`src/rtl/bmd_pkg.sv`:
```
// ---------------------------------------------------------------------------
// bmd_pkg
// Shared constants, codes and types of the broadcast mailbox device.
// ---------------------------------------------------------------------------
package bmd_pkg;

    localparam int MAX_CLIENTS = 8;
    localparam int STORE_BYTES = 4096;
    localparam int CID_W       = $clog2(MAX_CLIENTS);
    localparam int CNT_W       = CID_W + 1;
    localparam int ADDR_W      = $clog2(STORE_BYTES);
    localparam int POS_W       = ADDR_W + 1;
    localparam int IRQ_W       = 8;
    localparam int MASK_W      = 8;

    localparam logic [2:0] OP_DREAD  = 3'd0;
    localparam logic [2:0] OP_DWRITE = 3'd1;
    localparam logic [2:0] OP_AREAD  = 3'd2;
    localparam logic [2:0] OP_AWRITE = 3'd3;
    localparam logic [2:0] OP_DIED   = 3'd4;
    localparam logic [2:0] OP_TAKE   = 3'd5;

    localparam logic [3:0] SIZE_BYTE = 4'd1;
    localparam logic [3:0] SIZE_WORD = 4'd4;

    localparam logic [2:0] REG_CLIENT_COUNT = 3'd0;

    localparam logic [CNT_W-1:0] RESET_COUNT = CNT_W'(2);

    typedef enum logic [2:0] {
        PH_ROLE,
        PH_IDLE,
        PH_WDATA,
        PH_WACK,
        PH_RDATA,
        PH_RACK,
        PH_DONE
    } t_phase;

    typedef enum logic [2:0] {
        S_IDLE,
        S_EXEC,
        S_WALK,
        S_OPEN_END,
        S_CLOSE,
        S_RESP
    } t_state;

    typedef struct packed {
        logic             load;
        logic             exec;
        logic             walk;
        logic             close;
        logic             resp;
        logic [CID_W-1:0] walk_idx;
    } t_cmd;

    typedef struct packed {
        logic             open_req;
        logic             close_req;
        logic             rr_zero;
        logic             reopen;
        logic [CNT_W-1:0] count;
    } t_stat;

endpackage

```
`src/rtl/bmd_ctrl.sv`:
```
// ---------------------------------------------------------------------------
// bmd_ctrl
// Sequencer: accepts a command, runs the evaluate step, walks readers when a
// round opens, closes rounds and issues the result strobe.
// ---------------------------------------------------------------------------
module bmd_ctrl (
    input  logic           i_clk,
    input  logic           i_rst_n,
    input  logic           start,
    output logic           busy,
    input  bmd_pkg::t_stat i_stat,
    output bmd_pkg::t_cmd  o_cmd
);
    import bmd_pkg::*;

    t_state           r_state, n_state;
    logic [CID_W-1:0] r_walk, n_walk;
    logic             walk_last;
    logic             one_client;

    assign walk_last  = (CNT_W'(r_walk) + CNT_W'(1)) >= i_stat.count;
    assign one_client = i_stat.count <= CNT_W'(1);

    always_ff @(posedge i_clk) begin
        if (!i_rst_n) begin
            r_state <= S_IDLE;
            r_walk  <= '0;
        end else begin
            r_state <= n_state;
            r_walk  <= n_walk;
        end
    end

    always_comb begin
        n_state        = r_state;
        n_walk         = r_walk;
        o_cmd          = '0;
        o_cmd.walk_idx = r_walk;
        busy           = (r_state != S_IDLE);
        unique case (r_state)
            S_IDLE: begin
                if (start) begin
                    o_cmd.load = 1'b1;
                    n_state    = S_EXEC;
                end
            end
            S_EXEC: begin
                o_cmd.exec = 1'b1;
                if (i_stat.open_req) begin
                    n_walk  = CID_W'(1);
                    n_state = one_client ? S_OPEN_END : S_WALK;
                end else if (i_stat.close_req) begin
                    n_state = S_CLOSE;
                end else begin
                    n_state = S_RESP;
                end
            end
            S_WALK: begin
                o_cmd.walk = 1'b1;
                if (walk_last) begin
                    n_state = S_OPEN_END;
                end else begin
                    n_walk = r_walk + CID_W'(1);
                end
            end
            S_OPEN_END: begin
                n_state = i_stat.rr_zero ? S_CLOSE : S_RESP;
            end
            S_CLOSE: begin
                o_cmd.close = 1'b1;
                if (i_stat.reopen) begin
                    n_walk  = CID_W'(1);
                    n_state = one_client ? S_OPEN_END : S_WALK;
                end else begin
                    n_state = S_RESP;
                end
            end
            S_RESP: begin
                o_cmd.resp = 1'b1;
                n_state    = S_IDLE;
            end
            default: n_state = S_IDLE;
        endcase
    end

endmodule

```
`config.mk`:
```
export PLATFORM = sky130hd
export DESIGN_NAME = bmd_ctrl
export DESIGN_NICKNAME = d
export VERILOG_FILES = /design/src/rtl/bmd_pkg.sv /design/src/rtl/bmd_ctrl.sv
export SDC_FILE = /design/constraint.sdc
export NUM_CORES = 1
export LEC_CHECK = 0
export BUFFER_PORTS_ARGS = -buffer_cell sky130_fd_sc_hd__buf_4
export CAP_MARGIN = 20
export CORE_AREA = 4 4 46 48
export CTS_BUF_LIST = sky130_fd_sc_hd__clkbuf_16
export DETAILED_ROUTE_END_ITERATION = 12
export DIE_AREA = 0 0 50 52
export GPL_ROUTABILITY_DRIVEN = 0
export GPL_TIMING_DRIVEN = 0
export PLACE_DENSITY = 0.58
export RECOVER_POWER = 50
export SYNTH_ARGS = -nofsm -noshare
export SYNTH_HDL_FRONTEND = slang
export SYNTH_SLANG_ARGS = --single-unit
```
`constraint.sdc`:
```
create_clock -name i_clk -period 5.2 [get_ports i_clk]
set_input_delay 0.52 -clock i_clk [delete_from_list [all_inputs] [get_ports i_clk]]
set_output_delay 0.52 -clock i_clk [all_outputs]
set_load 0.02 [all_outputs]
```
==> metrics.txt, run 1 <==
routed vias 572; R2R cell count 7; Slew @ Worst Pin 0.483 ns; CP Launch Type register; Setup TNS 0 ns; Avg Inst Size Synth 8.80 µm²; Ant. Diodes 0; Post-DRT Antenna Nets 0; Slew HR 67.7%; Routed WL per cell 12.0 µm; status finished clean; H-tree levels 1; Seq/Total Area, Yosys 21.3%; CP max FO 7; Synth async-reset ratio 0%; Root Buffer clkbuf_16; Post-CTS Hold Buffers 0; worst vdd ir about 220 µV; crit-path max cell delay 0.46 ns; Tot Pwr 0.000244 W; Worst Skew 0.00385 ns; die area 2600 µm²; postcts setup bufs 0; cell class contributing the biggest share of worst-path delay simple AND/OR/NAND/NOR gates; slowest CP cell or4b_1; hold path depth 2; first-pass GRT wire length 2100 µm; final cell count without fillers 110; Critical R2R Launch r_walk[0]; Chip Width 50 µm; Primary FF master, synth dfxtp_1; Worst EP arrival 2.19 ns; LEAKAGE about 0.36 nW; overall routed net length 1320 µm; Top Ports 20; DP Worst Slack ~3.1 ns; Initial Utilization 33.0%; Hold Slack approximately 0.53 ns; share of cells above drive strength 1 27.1%; GRT Total Usage 10.8%; critical path data required time between 5 and 6 ns; hold_sp r_walk[1]; CTS Buffer Depth 2; Ys Warns 0; initial antenna violation count 0; Cells after Synth 64; Final min period about 2.1 ns; vias in the first global route between 500 and 600; Final WS setup ~3.1 ns; DP HPWL around 1000 µm; num rows 15; # DRC 0; CP Cell Sequence ha_1 -> xor2_1 -> ha_1 -> or2_1 -> a21oi_2 -> or4b_1 -> and4_1; CTS tree done; CORE AREA 1710 µm²; setup slack, reg-to-reg 3.12 ns; CP most frequent cell ha_1; register bit total from synthesis 6; synthesized netlist net count 80; crit path launch r_walk[0]; pwr dens 315 nW/µm²; largest net degree at the start of global routing 11; placed insts between 100 and 150; final setup fails 0; Tcrit/Tclk final 40.0%; EDFF count, synth 0; Hold Path Sink r_walk[1]; Tightest Hold Check Type register to register; area grow syn2layout 37.8%; cts repair resizes 0; most common cell after layout, fill and taps aside buf_4; max cap viols 0; max-slew violation count 0; CP Capture Type register; final-report hold violation count 0; DR vias/cell 5.20; port bufs 18; worst reg2reg path endpoint r_walk[0]; Crit Path Class register to register; Die Ht 52 µm; Clock Sinks 6; clock latency on the worst-skew pair 0.23 ns; Iteration-0 DRC Markers 2; Post-Syn Area around 560 µm²; Num CTS Buffers 3; Max Clk Rate 481 MHz; library cells used by synthesis 36; Reg clk slew, reported paths 0.03 ns; # nets final 103; CP bufs+invs 0; RSZ-0062 raised after global routing no; 1st-pass router iterations 3; most frequent cells in the layout buf_4, inv_1, dfxtp_1; Congestion Overflow GR 0
cell families (layout without fill, tap and decap cells):
family          count (synthesis)  after routing  synth area share [%]
xor+xnor                        1              1                  1.56
buf+inv                         9             30                  6.89
compound gates                 14             14                  22.7
mux                             1              1                  1.78
fa+ha+maj                       5              5                  11.1
flops                           6              6                  21.3
simple gates                   28             28                  34.7
per-layer routing:
layer | track usage, % | vias to the layer above | share of wire, % | wire length, µm
li1 | - | 288 | - | -
met1 | 13.0 | 271 | 44 | 580
met2 | 16.3 | 10 | 49 | 650
met3 | 4.58 | 3 | 4.9 | 64
met4 | 5.53 | 0 | 1.5 | 20
met5 | 0 | - | 0 | 0
layout make-up:
cell class / instances / area, µm²
repair buffers: 18 / 116
fillers: 183 / 932
plain buffers: 2 / 12.5
clock buffers: 3 / 75.1
well taps: 25 / 31.3
multi-input cells: 49 / 394
inverters: 7 / 26.3
flip-flops and latches: 6 / 120
cell usage after synthesis (all sizes together), types with 2 or more instances:
library cell | count | area, µm²
a211oi | 2 | 15.0
and3 | 2 | 12.5
buf | 2 | 12.5
dfxtp | 6 | 120
ha | 5 | 62.6
inv | 7 | 26.3
nand2 | 2 | 7.51
nand2b | 2 | 20.0
nand3 | 5 | 25.0
nor2 | 3 | 11.3
nor3 | 2 | 10.0
nor3b | 2 | 25.0
o21ai | 3 | 15.0
or3 | 3 | 20.0
flip-flops by register name (all words and copies together) (netlist names):
register	count
r_state	3
r_walk	3
worst max path at each step:
stage / slack, ns / to / cells past startpoint
floorplan: 3.17 / r_walk[0] / 7
global placement: 3.13 / r_walk[0] / 7
detailed placement: 3.09 / r_walk[0] / 7
CTS: 3.08 / r_walk[0] / 7
global route: 3.01 / r_walk[0] / 7
finish: 3.12 / r_walk[0] / 7
metrics by stage:
step / utilization, % / instance area (µm²)
2_1_floorplan: - / 563
3_3_place_gp: 42.7 / 729
3_5_place_dp: 42.7 / 729
4_1_cts: 47.1 / 805
5_1_grt: 45.4 / 776
6_report: 45.4 / 776
worst min-delay path, delay by kind of cell (launching register included):
| family | cells | cell delay [ns] |
|---|---|---|
| flops | 1 | 0.34 |
| simple gates | 2 | 0.14 |
report_power, final:
group	internal (W)	total, W	switching (W)
combinational	0.0000297	0.0000629	0.0000332
clock	0.0000987	0.000125	0.0000262
sequential	0.0000501	0.0000564	0.00000627
total	0.000178	0.000244	0.0000657
No activity file was read; power rests on OpenSTA's default activity.
==> run 2: changes to the inputs <==
--- a/config.mk
+++ b/config.mk
@@ -5,15 +5,16 @@
 export SDC_FILE = /design/constraint.sdc
 export NUM_CORES = 1
 export LEC_CHECK = 0
+export ABC_AREA = 1
 export BUFFER_PORTS_ARGS = -buffer_cell sky130_fd_sc_hd__buf_4
 export CAP_MARGIN = 20
-export CORE_AREA = 4 4 46 48
+export CORE_AREA = 4 4 43 45
 export CTS_BUF_LIST = sky130_fd_sc_hd__clkbuf_16
 export DETAILED_ROUTE_END_ITERATION = 12
-export DIE_AREA = 0 0 50 52
+export DIE_AREA = 0 0 47 49
 export GPL_ROUTABILITY_DRIVEN = 0
 export GPL_TIMING_DRIVEN = 0
-export PLACE_DENSITY = 0.58
+export PLACE_DENSITY = 0.6
 export RECOVER_POWER = 50
 export SYNTH_ARGS = -nofsm -noshare
 export SYNTH_HDL_FRONTEND = slang
==> constraint.sdc (replaced) <==
create_clock -name i_clk -period 1.95 [get_ports i_clk]
set_input_delay 0.195 -clock i_clk [delete_from_list [all_inputs] [get_ports i_clk]]
set_output_delay 0.195 -clock i_clk [all_outputs]
set_load 0.02 [all_outputs]
==> run 2 against run 1 <==
  * Total power increased to 3.2 times the previous value
  * Setup slack worse by 2.9 ns
  * Maximum frequency grew 22%
  * Cell count is 3.6% higher
  * Flip-flop and latch count stayed put
  * Die area fell by 11%
  * First-iteration DRC count unchanged
  * Synthesized cell count up 19%
  * Sequential share of layout area increased by 1.6 points
  * Highest routed layer unchanged
==> metrics.txt, run 2 <==
Post-Syn Area 488 µm² (-13%); Tot Pwr 0.000793 W (+220%); Slew HR 73.7% (+6.0 points); Num CTS Buffers 3 (unchanged); registers with the most flip-flops r_state x3, r_walk x3; EDFF count, synth 0 (unchanged); Seq/Total Area, Yosys 24.6% (+3.3 points); port bufs 19 (+1); Setup TNS 0 ns (unchanged); Reg clk slew, reported paths 0.03 ns (about the same); critical path data required time 2.07 ns (-3.24 ns); Final WS setup 0.247 ns (-2.87 ns); Post-CTS Hold Buffers 0 (unchanged); num rows 14 (-1); initial antenna violation count 0 (unchanged); Hold Slack 0.194 ns (-0.335 ns); register area 123 µm² (+2.1%); synthesized netlist net count 92 (+15%); setup slack, reg-to-reg 0.25 ns (-2.87 ns); first-pass GRT wire length 1920 µm (-8.5%); Ant. Diodes 0 (unchanged); Final min period 1.70 ns (-0.376 ns); Cells after Synth 76 (+19%); Avg Inst Size Synth 6.42 µm² (-27%); area grow syn2layout 47.4%; pwr dens 1100 nW/µm² (+250%); Finished Cell Area 719 µm² (-7.3%); Slew @ Worst Pin 0.391 ns (-0.0921 ns); RSZ-0062 raised after global routing no; most common cell after layout, fill and taps aside nand2_1; final setup fails 0 (unchanged); DP HPWL 955 µm (-8.8%); Crit Path Class register to register; H-tree levels 1 (unchanged); layout filler cell count 162 (-11%); register bit total from synthesis 6 (unchanged); area leader, netlist dfxtp_1; worst reg2reg path endpoint r_walk[0]; final-report hold violation count 0 (unchanged); Top Ports 20 (unchanged); Die Ht 49 µm (-5.8%); Root Buffer clkbuf_16; Congestion Overflow GR 0 (unchanged); most frequent cells in the layout nand2_1, buf_4, inv_1, nor2_1; crit path launch r_walk[0]; 1st-pass router iterations 2 (-1); CP Capture Point r_walk[0]; max-slew violation count 0 (unchanged); Synth async-reset ratio 0% (unchanged); area share of the largest cell type after synthesis 24.6% (+3.3 points); R2R cell count 11 (+4); Ys Warns 0 (unchanged); DR vias/cell 4.61 (-11%); DP Worst Slack 0.115 ns (-2.98 ns); library cells used by synthesis 19 (-47%); post-place instance area 651 µm² (-11%); Worst Skew 0.00320 ns (-0.000655 ns); worst vdd ir 895 µV (+310%); most frequent cell after synthesis nand2_1; Iteration-0 DRC Markers 2 (unchanged); # nets final 116 (+13%); CP max FO 5 (-2); synth cell count leaders nand2_1, inv_1, nor2_1; CTS tree done; Post-DRT Antenna Nets 0 (unchanged); Clock Sinks 6 (unchanged); die area 2300 µm² (-11%); LEAKAGE 0.383 nW (+7.8%); clock latency on the worst-skew pair 0.23 ns (about the same); Critical R2R Launch r_walk[0]; CTS Buffer Depth 2 (unchanged); # DRC 0 (unchanged); Primary FF master, synth dfxtp_1; CP Launch Type register; Initial Utilization 33.2% (+0.20 points); GRT Total Usage 11.4% (+0.61 points); top post-synthesis cells by area dfxtp_1, nand2_1, ha_1, inv_1, nor2_1; Tcrit/Tclk final 87.4% (+47 points); Chip Width 47 µm (-6.0%); CORE AREA 1470 µm² (-14%); CP Capture Type register; Routed WL per cell 9.64 µm (-19%); max cap viols 0 (unchanged); Max Clk Rate 587 MHz (+22%); Multi-input gate area 307 µm² (-22%); largest net degree at the start of global routing 8 (-3); routed vias 526 (-8.0%); status finished clean; Tightest Hold Check Type input port to register; Worst EP arrival 1.82 ns (-0.37 ns); overall routed net length 1100 µm (-16%); vias in the first global route 477 (-5.4%); share of cells above drive strength 1 33.7% (+6.6 points)
==> run 2: what timing repair did <==
item,4_1_cts,5_1_grt
setup endpoints to repair,0,3
resized for setup,0,5
buffers inserted,0,0
==> run 2: kinds of logic after synthesis <==
kind of cell	count (synthesis)	share of synthesized area, %
flip-flops	6	24.6
XOR/XNOR	1	1.80
AO/OA/AOI/OAI	8	9.49
AND/OR/NAND/NOR	39	38.2
adder cells (fa/ha/maj)	5	12.8
buffers and inverters	17	13.1
==> run 2: per-stage QoR <==
step | cells | util [%]
finish | 114 | 48.9
detailed placement | 111 | 44.2
floorplan | 76 | -
global route | 114 | 48.9
global placement | 111 | 44.2
CTS | 114 | 49.3
==> run 2: worst min-delay path by stage <==
stage,startpoint,to,slack (ns),cells after the start
after global routing,i_rst_n,r_state[1],0.20,3
after detailed placement,i_rst_n,r_state[1],0.42,3
after global placement,i_rst_n,r_state[1],0.42,3
final,i_rst_n,r_state[1],0.19,3
after floorplan,i_rst_n,r_state[1],0.29,2
after CTS,i_rst_n,r_state[1],0.19,3
==> run 2: metal layers <==
layer / GRT usage [%] / share of wire [%]
met1: 16.3 / 47
met2: 14.7 / 42
met3: 2.95 / 9.6
met4: 6.91 / 1.9
met5: 0 / 0
==> run 2: power by group <==
group / switching [W] / internal (W)
Clock: 0.0000646 / 0.000263
Sequential: 0.0000222 / 0.000145
Combinational: 0.000176 / 0.000122
Total: 0.000263 / 0.000530
==> run 2: worst max-delay path, stage by stage (launching register included) <==
cell	delay (ns)
dfxtp_2	0.36
ha_2	0.20
xor2_2	0.16
ha_1	0.26
nand2_1	0.07
inv_1	0.03
nand2_1	0.05
nand3_1	0.11
nor2_2	0.18
nand2_1	0.07
nand2_1	0.07
a21oi_2	0.03
==> run 2: layout make-up <==
type                    count  area share (%)
inverters                  17            8.87
clock buffers               3            10.4
flip-flops and latches      6            17.0
repair buffers             19            18.3
well taps                  16            2.78
multi-input cells          53            42.6
